[config.mk]
export PLATFORM = sky130hd
export DESIGN_NAME = lor_front
export DESIGN_NICKNAME = d
export VERILOG_FILES = /design/src/hdl/lor_pkg.sv /design/src/hdl/lor_front.sv
export SDC_FILE = /design/constraint.sdc
export NUM_CORES = 1
export LEC_CHECK = 0
export BUFFER_PORTS_ARGS = -buffer_cell sky130_fd_sc_hd__buf_2
export CAP_MARGIN = 10
export CORE_MARGIN = 4
export CORE_UTILIZATION = 30
export DETAILED_ROUTE_END_ITERATION = 16
export GPL_TIMING_DRIVEN = 0
export PLACE_DENSITY = 0.64
export SLEW_MARGIN = 20
export SYNTH_ARGS = -nofsm -noshare
export SYNTH_HDL_FRONTEND = slang
export SYNTH_SLANG_ARGS = --single-unit
export TNS_END_PERCENT = 50
[constraint.sdc]
create_clock -name vclk -period 3.2
set_clock_uncertainty 0.05 [all_clocks]
set_input_delay 0.32 -clock vclk [all_inputs]
set_output_delay 0.32 -clock vclk [all_outputs]
set_load 0.01 [all_outputs]
[src/hdl/lor_pkg.sv]
`default_nettype none

package lor_pkg;

   // Fixed field widths of the item, result and register channels, and the command queue depth
   localparam int COORD_BITS     = 9;
   localparam int SIDE_BITS      = 10;
   localparam int COUNT_BITS     = 9;
   localparam int CELL_BITS      = 16;
   localparam int STEP_BITS      = 16;
   localparam int ERR_BITS       = 12;
   localparam int CSR_ADDR_BITS  = 5;
   localparam int CSR_DATA_BITS  = 32;
   localparam int CMD_FIFO_DEPTH = 2;

   typedef logic [COORD_BITS-1:0] coord_type;
   typedef logic [SIDE_BITS-1:0]  side_type;
   typedef logic [2:0]            reg_index_type;
   typedef logic [1:0]            status_type;

   localparam reg_index_type REG_GRID_SIDE     = 3'd0;
   localparam reg_index_type REG_FREE_STEP     = 3'd1;
   localparam reg_index_type REG_OCCUPIED_STEP = 3'd2;
   localparam reg_index_type REG_LOWER_LIMIT   = 3'd3;
   localparam reg_index_type REG_UPPER_LIMIT   = 3'd4;

   localparam status_type STATUS_TRACED   = 2'd0;
   localparam status_type STATUS_REJECTED = 2'd1;
   localparam status_type STATUS_READ     = 2'd2;

   localparam logic KIND_RAY  = 1'b0;
   localparam logic KIND_READ = 1'b1;

   localparam side_type GRID_SIDE_RESET = 10'd512;
   localparam logic signed [STEP_BITS-1:0] FREE_STEP_RESET     = -16'sd102;
   localparam logic signed [STEP_BITS-1:0] OCCUPIED_STEP_RESET = 16'sd218;
   localparam logic signed [STEP_BITS-1:0] LOWER_LIMIT_RESET   = -16'sd1280;
   localparam logic signed [STEP_BITS-1:0] UPPER_LIMIT_RESET   = 16'sd1280;

   typedef enum logic [1:0] {
      OP_RAY,
      OP_READ,
      OP_REJECT
   } op_type;

   typedef struct packed {
      logic      kind;
      coord_type start_col;
      coord_type start_row;
      coord_type end_col;
      coord_type end_row;
   } req_type;

   typedef struct packed {
      status_type                   status;
      logic [COUNT_BITS-1:0]        free_count;
      logic                         endpoint_hit;
      logic signed [CELL_BITS-1:0]  cell_value;
      logic                         occupied;
   } rsp_type;

   // Classified work item handed from the front to the back
   typedef struct packed {
      op_type    op;
      coord_type start_col;
      coord_type start_row;
      coord_type end_col;
      coord_type end_row;
      logic      end_in;
      coord_type dx;
      coord_type dy;
      logic      step_x_pos;
      logic      step_y_pos;
   } cmd_type;

   function automatic logic in_grid(coord_type col, coord_type row, side_type side);
      return ({1'b0, col} < side) && ({1'b0, row} < side);
   endfunction

endpackage

`default_nettype wire

[src/hdl/lor_front.sv]
`default_nettype none

module lor_front (
   input  wire logic              req_valid,
   output logic                   req_ready,
   input  wire lor_pkg::req_type  req_data,
   input  wire lor_pkg::side_type side,
   input  wire logic              hold,
   input  wire logic              cmd_full,
   output logic                   cmd_push,
   output lor_pkg::cmd_type       cmd
);

   logic start_in;
   logic end_in;
   logic is_read;

   always_comb begin
      start_in = lor_pkg::in_grid(req_data.start_col, req_data.start_row, side);
      end_in   = lor_pkg::in_grid(req_data.end_col, req_data.end_row, side);
      is_read  = (req_data.kind == lor_pkg::KIND_READ);

      cmd.start_col = req_data.start_col;
      cmd.start_row = req_data.start_row;
      cmd.step_x_pos = (req_data.start_col < req_data.end_col);
      cmd.step_y_pos = (req_data.start_row < req_data.end_row);
      cmd.dx = (req_data.end_col > req_data.start_col) ?
               req_data.end_col - req_data.start_col :
               req_data.start_col - req_data.end_col;
      cmd.dy = (req_data.end_row > req_data.start_row) ?
               req_data.end_row - req_data.start_row :
               req_data.start_row - req_data.end_row;

      // A read targets its own start cell; a rejected ray touches nothing
      priority if (is_read) begin
         cmd.op      = lor_pkg::OP_READ;
         cmd.end_col = req_data.start_col;
         cmd.end_row = req_data.start_row;
         cmd.end_in  = start_in;
      end else if (!start_in) begin
         cmd.op      = lor_pkg::OP_REJECT;
         cmd.end_col = req_data.end_col;
         cmd.end_row = req_data.end_row;
         cmd.end_in  = 1'b0;
      end else begin
         cmd.op      = lor_pkg::OP_RAY;
         cmd.end_col = req_data.end_col;
         cmd.end_row = req_data.end_row;
         cmd.end_in  = end_in;
      end
   end

   assign req_ready = !hold && !cmd_full;
   assign cmd_push  = req_valid && req_ready;

endmodule

`default_nettype wire

==> metrics <==
status completed; global-route wire length before repair 14.01 mm; gr ovfl total 0; Post-Syn Area per Cell around 7.2 µm²; placed cell area 3457 µm²; CP bufs+invs 4; Synth Cell Area between 2000 and 3000 µm²; Sequential Power Share 0%; DRC 0; hold_buf cts 0; CP max-delay cell mux2_1; DR iter-0 viols 179; Clock buffer cells 0; kind of critical path in -> out; Core ar. 8848 µm²; crit-path cells buf_2 -> inv_1 -> ha_1 -> buf_4 -> a21o_1 -> a211oi_4 -> nand3_2 -> nand2_1 -> mux2_1 -> o221ai_1 -> buf_2; fin util between 30% and 40%; Slew Limit Headroom 54.13%; fin area 3457 µm²; Worst EP required 2.83 ns; ANT cells 0; seq_cells 0; pin count of the biggest net entering global routing 11; GRT Total Usage 15.06%; mux share of post-synthesis cell area 8.593%; Rows 34; Pleak 2.041 nW; Die Span Y around 100 µm; per-cell routed wire length 14.36 µm; count of cell types in the netlist 46; sequential-to-total area share from yosys stat 0%; CP delay by family, top compound AO/OA/AOI/OAI gates; HP Class in -> out; Max VDD drop 0.06590 mV; vias in the first global route 2,787; min Tclk post-route between 2 and 3 ns; Worst setup SP type input port; Post-DP HPWL ~7.5 mm; Post-Synth XOR/XNOR Area 2.533%; GPL Wtd Cong 0.8441; compound-cell area share of the yosys netlist between 20% and 30%; Crit. End Element primary output; Critical Path Most Common Cell buf_2; max cap viols 0; Worst Tran Pin Value between 0.6 and 0.7 ns; postcts setup bufs 0; final hold slack between 0.8 and 0.9 ns; IO Pins 111; IO buf count 111; net switching power 0.3780 mW; Power Density 194.6 nW/µm²; adder-cell share of the synthesized area about 34%; Syn-to-layout area delta 24.97%; layout cell share with drive strength beyond 1 29.78%; fin. max-slew vios 0; Post-Synth Simple-Gate Area between 15 and 20%; die area 10,820 µm²; Detail Route Antenna Nets 0; RSZ-0062 raised after global routing no; switching share of power 56.18%; cell-internal power 0.2948 mW; Mapped Cells a little under 400; syn_nets 508; Hold Vio Cnt, Final 0; Initial Util 31.26%; final wirelength 8.686 mm; Clk pwr share 0%; Die W 104.0 µm; Synth warnings 0; DR vias/cell 4.995; crit-path max FO 8; Final Net Count 621; 1st-pass router iterations 4; TNS Setup 0 ns; Reg area 0 µm²; combinational power share 100.0%; Arrival @ worst endpoint approximately 2.5 ns; fmax approximately 0.35 GHz; largest family of logic cells by synthesized area adder cells; via count ~3,000; final worst-path cycle share 88.38%; final setup fails 0; initial antenna violation count 0; largest stage delay on the critical path around 0.33 ns; Post-CTS Resized 0
## cells in the final DEF (no fill, tap or decap), types with 5 or more instances in the layout
cell	count
buf_2	115
ha_1	68
inv_1	55
nand2_1	33
o21ai_0	30
a21oi_1	24
buf_4	22
nor2_1	20
mux2i_1	17
a21o_1	15
nand3_1	11
a31oi_1	10
clkbuf_1	6
nor2b_1	6
mux2_2	5
## power groups by stage
stage,combinational (mW),sequential [mW],clock (mW)
floorplan,0.438,0,0
global placement,0.666,0,0
detailed placement,0.675,0,0
CTS,0.679,0,0
global route,0.752,0,0
finish,0.673,0,0
## Yosys cell counts (all sizes together), types with 2 or more instances
| master | n | area share (%) |
|---|---|---|
| ha | 68 | 31 |
| inv | 55 | 7.5 |
| nand2 | 33 | 4.5 |
| o21ai | 30 | 5.4 |
| buf | 26 | 6.7 |
| a21oi | 25 | 4.7 |
| nor2 | 20 | 2.7 |
| mux2i | 17 | 6.2 |
| a21o | 15 | 4.1 |
| nand3 | 13 | 3.0 |
| a31oi | 10 | 2.3 |
| clkbuf | 6 | 0.81 |
| mux2 | 6 | 2.4 |
| nor2b | 6 | 1.4 |
| a211oi | 4 | 1.7 |
| fa | 4 | 2.9 |
| nand2b | 4 | 0.90 |
| nor3 | 4 | 0.72 |
| xnor2 | 4 | 1.3 |
| xor2 | 4 | 1.3 |
| o2111ai | 3 | 0.95 |
| o21bai | 3 | 0.81 |
| o221ai | 3 | 0.95 |
| a21boi | 2 | 0.54 |
| a311oi | 2 | 0.63 |
| and2 | 2 | 0.45 |
| and3 | 2 | 0.45 |
| nand4 | 2 | 0.45 |
| o211ai | 2 | 0.54 |
| o21a | 2 | 0.54 |
## area by class of cell
type | count | area [µm²]
Buffer | 32 | 207.7
Inverter | 55 | 206.4
Timing Repair Buffer | 111 | 555.5
Tap cell | 108 | 135.1
Multi-Input combinational cell | 299 | 2352
Fill cell | 966 | 5391
## layer usage
metal / global-route usage (%) / vias to the layer above / part of all wire [%] / routed length, µm
li1: - / 1554 / - / -
met1: 22.80 / 1360 / 51 / 4402
met2: 23.86 / 108 / 42 / 3675
met3: 2.048 / 0 / 7.0 / 609
met4: 0.2849 / 0 / 0 / 0
met5: 0 / - / 0 / 0
## kinds of logic (layout without fill, tap and decap cells)
kind of cell,count (synthesis),in the layout
AO/OA/AOI/OAI,107,107
buffers and inverters,87,198
multiplexers,23,23
adder cells (fa/ha/maj),72,72
AND/OR/NAND/NOR,89,89
XOR/XNOR,8,8
## tightest hold or removal path, cell delays in order
cell,delay (ns)
buf_2,0.07
nor2_1,0.03
buf_2,0.13
## path summary, 6_finish.rpt
kind               startpoint         to  slack, ns  depth (start not counted)
setup / recovery  req_data[6]     cmd[4]       0.37                         11
hold / removal           hold  req_ready       0.83                          3
## through the flow
| step | setup slack (ns) | instances | power, mW |
|---|---|---|---|
| finish | 0.3717 | 605 | 0.6728 |
| detailed placement | 0.3307 | 605 | 0.6751 |
| floorplan | 0.7112 | 386 | 0.4384 |
| global placement | 0.3420 | 605 | 0.6663 |
| global route | 0.2354 | 605 | 0.7515 |
| CTS | 0.3335 | 605 | 0.6788 |
Note: power is estimated with default switching activity, not from simulation.
