--- src/hdl/lor_pkg.sv ---
`default_nettype none

package lor_pkg;

   // Fixed field widths of the item, result and register channels, and the command queue depth
   localparam int COORD_BITS     = 9;
   localparam int SIDE_BITS      = 10;
   localparam int COUNT_BITS     = 9;
   localparam int CELL_BITS      = 16;
   localparam int STEP_BITS      = 16;
   localparam int ERR_BITS       = 12;
   localparam int CSR_ADDR_BITS  = 5;
   localparam int CSR_DATA_BITS  = 32;
   localparam int CMD_FIFO_DEPTH = 2;

   typedef logic [COORD_BITS-1:0] coord_type;
   typedef logic [SIDE_BITS-1:0]  side_type;
   typedef logic [2:0]            reg_index_type;
   typedef logic [1:0]            status_type;

   localparam reg_index_type REG_GRID_SIDE     = 3'd0;
   localparam reg_index_type REG_FREE_STEP     = 3'd1;
   localparam reg_index_type REG_OCCUPIED_STEP = 3'd2;
   localparam reg_index_type REG_LOWER_LIMIT   = 3'd3;
   localparam reg_index_type REG_UPPER_LIMIT   = 3'd4;

   localparam status_type STATUS_TRACED   = 2'd0;
   localparam status_type STATUS_REJECTED = 2'd1;
   localparam status_type STATUS_READ     = 2'd2;

   localparam logic KIND_RAY  = 1'b0;
   localparam logic KIND_READ = 1'b1;

   localparam side_type GRID_SIDE_RESET = 10'd512;
   localparam logic signed [STEP_BITS-1:0] FREE_STEP_RESET     = -16'sd102;
   localparam logic signed [STEP_BITS-1:0] OCCUPIED_STEP_RESET = 16'sd218;
   localparam logic signed [STEP_BITS-1:0] LOWER_LIMIT_RESET   = -16'sd1280;
   localparam logic signed [STEP_BITS-1:0] UPPER_LIMIT_RESET   = 16'sd1280;

   typedef enum logic [1:0] {
      OP_RAY,
      OP_READ,
      OP_REJECT
   } op_type;

   typedef struct packed {
      logic      kind;
      coord_type start_col;
      coord_type start_row;
      coord_type end_col;
      coord_type end_row;
   } req_type;

   typedef struct packed {
      status_type                   status;
      logic [COUNT_BITS-1:0]        free_count;
      logic                         endpoint_hit;
      logic signed [CELL_BITS-1:0]  cell_value;
      logic                         occupied;
   } rsp_type;

   // Classified work item handed from the front to the back
   typedef struct packed {
      op_type    op;
      coord_type start_col;
      coord_type start_row;
      coord_type end_col;
      coord_type end_row;
      logic      end_in;
      coord_type dx;
      coord_type dy;
      logic      step_x_pos;
      logic      step_y_pos;
   } cmd_type;

   function automatic logic in_grid(coord_type col, coord_type row, side_type side);
      return ({1'b0, col} < side) && ({1'b0, row} < side);
   endfunction

endpackage

`default_nettype wire

--- src/hdl/lor_cmd_fifo.sv ---
`default_nettype none

module lor_cmd_fifo (
   input  wire logic             clock,
   input  wire logic             reset,
   input  wire logic             push,
   input  wire lor_pkg::cmd_type push_data,
   output logic                  full,
   input  wire logic             pop,
   output lor_pkg::cmd_type      pop_data,
   output logic                  not_empty
);

   localparam int PTR_BITS = $clog2(lor_pkg::CMD_FIFO_DEPTH);
   localparam int CNT_BITS = PTR_BITS + 1;
   localparam logic [PTR_BITS-1:0] LAST_PTR = PTR_BITS'(lor_pkg::CMD_FIFO_DEPTH - 1);
   localparam logic [CNT_BITS-1:0] FULL_CNT = CNT_BITS'(lor_pkg::CMD_FIFO_DEPTH);

   lor_pkg::cmd_type      slot_ff [lor_pkg::CMD_FIFO_DEPTH];
   logic [PTR_BITS-1:0]   wr_ptr_ff, wr_ptr_in;
   logic [PTR_BITS-1:0]   rd_ptr_ff, rd_ptr_in;
   logic [CNT_BITS-1:0]   count_ff, count_in;
   logic                  do_push;
   logic                  do_pop;

   always_comb begin
      do_push   = push && !full;
      do_pop    = pop && not_empty;
      wr_ptr_in = wr_ptr_ff;
      rd_ptr_in = rd_ptr_ff;
      count_in  = count_ff;
      if (do_push) begin
         wr_ptr_in = (wr_ptr_ff == LAST_PTR) ? '0 : wr_ptr_ff + PTR_BITS'(1);
      end
      if (do_pop) begin
         rd_ptr_in = (rd_ptr_ff == LAST_PTR) ? '0 : rd_ptr_ff + PTR_BITS'(1);
      end
      if (do_push && !do_pop) begin
         count_in = count_ff + CNT_BITS'(1);
      end else if (do_pop && !do_push) begin
         count_in = count_ff - CNT_BITS'(1);
      end
   end

   always_ff @(posedge clock) begin
      if (reset) begin
         wr_ptr_ff <= '0;
         rd_ptr_ff <= '0;
         count_ff  <= '0;
      end else begin
         wr_ptr_ff <= wr_ptr_in;
         rd_ptr_ff <= rd_ptr_in;
         count_ff  <= count_in;
      end
      if (do_push) begin
         slot_ff[wr_ptr_ff] <= push_data;
      end
   end

   assign full      = (count_ff == FULL_CNT);
   assign not_empty = (count_ff != '0);
   assign pop_data  = slot_ff[rd_ptr_ff];

endmodule

`default_nettype wire

--- config.mk ---
export PLATFORM = sky130hd
export DESIGN_NAME = lor_cmd_fifo
export DESIGN_NICKNAME = d
export VERILOG_FILES = /design/src/hdl/lor_pkg.sv /design/src/hdl/lor_cmd_fifo.sv
export SDC_FILE = /design/constraint.sdc
export NUM_CORES = 1
export LEC_CHECK = 0
export ABC_CLOCK_PERIOD_IN_PS = 5500
export BUFFER_PORTS_ARGS = -buffer_cell sky130_fd_sc_hd__buf_2
export CAP_MARGIN = 25
export CELL_PAD_IN_SITES_DETAIL_PLACEMENT = 2
export CELL_PAD_IN_SITES_GLOBAL_PLACEMENT = 2
export CORE_UTILIZATION = 40
export CTS_CLUSTER_SIZE = 14
export DETAILED_ROUTE_END_ITERATION = 6
export PLACE_DENSITY = 0.89
export SKIP_CTS_REPAIR_TIMING = 1
export SKIP_LAST_GASP = 1
export SLEW_MARGIN = 25
export SYNTH_ARGS = -nofsm -noshare
export SYNTH_HDL_FRONTEND = slang
export SYNTH_SLANG_ARGS = --single-unit
export TNS_END_PERCENT = 30
--- constraint.sdc ---
create_clock -name clock -period 5.5 [get_ports clock]
set_clock_uncertainty 0.1 [all_clocks]
set_input_delay 0.275 -clock clock [delete_from_list [all_inputs] [get_ports clock]]
set_output_delay 0.275 -clock clock [all_outputs]
set_load 0.01 [all_outputs]
==> metrics.txt <==
Worst Reg-to-Reg Cells=4; H-tree levels=4; max incr delay on CP=approximately 810 ps; Syn. warnings=0; Buf/Inv on CP=2; routed vias/inst=between 4 and 5; period utilisation layout=0.494; hold slack final=around 35 ps; CP Launch Type=flop; max_cap viols=0; Critical Path Fanout Max=32; Die Span Y=roughly 110 um; Post-Synthesis Cells=between 200 and 250; Post-Route WL=between 10000 and 15000 um; worst r2r src=count_ff[0]; Syn Nets=between 200 and 300; DR WL/cell=roughly 23 um; die area=~12000 um^2; # rows=38; port bufs=around 120; CTS max path bufs=2; commonest non-fill, non-tap cell in the layout=buf_2; Vias=2693; overall die width=approximately 110 um; VDD IR max=0.257 mV; CTS tree=yes; Leakage=approximately 2.5 nW; FF+latch count, synth=123; Final Util=0.589; min cycle time layout=roughly 2700 ps; Initial Util=0.413; status=finished clean; WHS Path Cells=2; Reg clk slew, reported paths=60 ps; Fmax=0.368 GHz; post-route ant nets=0; Critical Path Sink Type=primary output; HPWL Detailed=6790 um; # diodes=0; HP Start=reset; fin nets=470; DRC=0; RSZ-0062 raised after global routing=false; cts bufs inserted=17; Slew HR=0.466; Sink Count=123; vias in the first global route=between 2000 and 3000; Final Hold Viols=0; Core ar.=approximately 11000 um^2; WHS Endpoint=count_ff[0]; commonest cells after routing, fill and taps aside=buf_2, edfxtp_1, dlygate4sd3_1, mux2_2, clkbuf_16; GR Overflow Total=0; initial antenna violation count=0; share of post-route cells with drive strength above 1=0.524; Pre-antenna DRT Iters=5; Placer Congestion=~0.7; Synth Area per Inst=around 22 um^2; Worst-Margin Slew=approximately 800 ps; first-pass GRT wire length=15300 um; WS Path Type=reg -> out; pwr/cell area=473 nW/um^2; worst hold path type=in -> reg; synth-to-layout area growth=42.8%; Power, Total=about 3.1 mW; Worst Path Required=roughly 5000 ps; critical path's top delay family=flip-flops; sequential element share of the synthesized area=0.807; Netlist cell types=17; Clock Latency Late Sink=between 400 and 500 ps; Cell Area, Placed=approximately 5300 um^2; starting DRC count in detailed routing=119; Worst Path Arrival=2340 ps; slowest cell on the critical path=dfxtp_2; count of final setup violators=0; flop2flop setup slack=2960 ps; post-route cell area=6450 um^2; Root Buffer=clkbuf_16; cell breakdown of the critical path=buf_4 -> mux2_2 -> buf_2; Post-Route Setup TNS=0 ps; io pins=124; worst r2r dst=slot_ff[1][30]; largest net degree at the start of global routing=60; Pins Over Slew Limit=0; Post-Syn Area=4510 um^2; global-route usage over all layers=0.190
-- state kept, by name, summed over array words and instances, names as in the netlist, named ones only --
signal,flops
rd_ptr_ff,1
wr_ptr_ff,1
count_ff,2
slot_ff,118
-- kinds of logic after synthesis --
| kind of cell | synth area share |
|---|---|
| fa+ha+maj | 0.00277 |
| mux | 0.156 |
| simple gates | 0.0108 |
| flops | 0.807 |
| compound gates | 0.00554 |
| buf+inv | 0.0122 |
| xor+xnor | 0.00582 |
-- area by class of cell --
cell class                      instances  area, um^2
Clock inverter                         14         149
Clock buffer                           17         425
Tap cell                              140         175
Fill cell                             935        4490
Inverter                                2        7.51
Multi-Input combinational cell         77         816
Sequential cell                       123        3640
Timing Repair Buffer                  185        1230
-- power by group --
part,internal [mW],switching [mW],total [mW]
clock,0.665,0.427,1.09
combinational,0.332,0.363,0.694
sequential,1.18,0.0830,1.27
-- how the worst max path moves through the flow --
stage | cells after the start | slack [ps] | endpoint | start
after global placement | 3 | 3240 | pop_data[57] | flop
after CTS | 3 | 2720 | pop_data[57] | flop
final | 3 | 2780 | pop_data[57] | flop
after detailed placement | 4 | 3110 | slot_ff[1][16] | count_ff[1]
after floorplan | 3 | 2950 | slot_ff[1][0] | count_ff[1]
after global routing | 3 | 2680 | pop_data[43] | flop
-- through the flow --
step | setup WS [ps] | instances
detailed placement | 3110 | 468
floorplan | 2950 | 209
finish | 2780 | 558
CTS | 2720 | 499
global route | 2680 | 558
global placement | 3240 | 468
-- metal layers --
| metal | share of wire | track usage | vias to the layer above |
|---|---|---|---|
| met3 | 0.042 | 0.0555 | 16 |
| met5 | 0 | 0 | - |
| met2 | 0.59 | 0.359 | 94 |
| li1 | - | - | 1217 |
| met4 | 0.012 | 0.0675 | 0 |
| met1 | 0.36 | 0.199 | 1366 |
-- cells in the mapped netlist --
cell type | n | share of area
or3_1 | 2 | 0.0028
buf_6 | 2 | 0.0050
or2_2 | 1 | 0.0014
mux2_2 | 49 | 0.12
mux2_4 | 10 | 0.033
a21oi_1 | 2 | 0.0022
inv_1 | 2 | 0.0017
nor2_1 | 4 | 0.0033
nor2b_2 | 1 | 0.0019
clkbuf_2 | 1 | 0.0011
edfxtp_1 | 118 | 0.79
buf_2 | 4 | 0.0044
ha_1 | 1 | 0.0028
and2_1 | 1 | 0.0014
dfxtp_1 | 5 | 0.022
o21ai_0 | 3 | 0.0033
xor2_1 | 3 | 0.0058
Power figures use the tool's default switching activity.
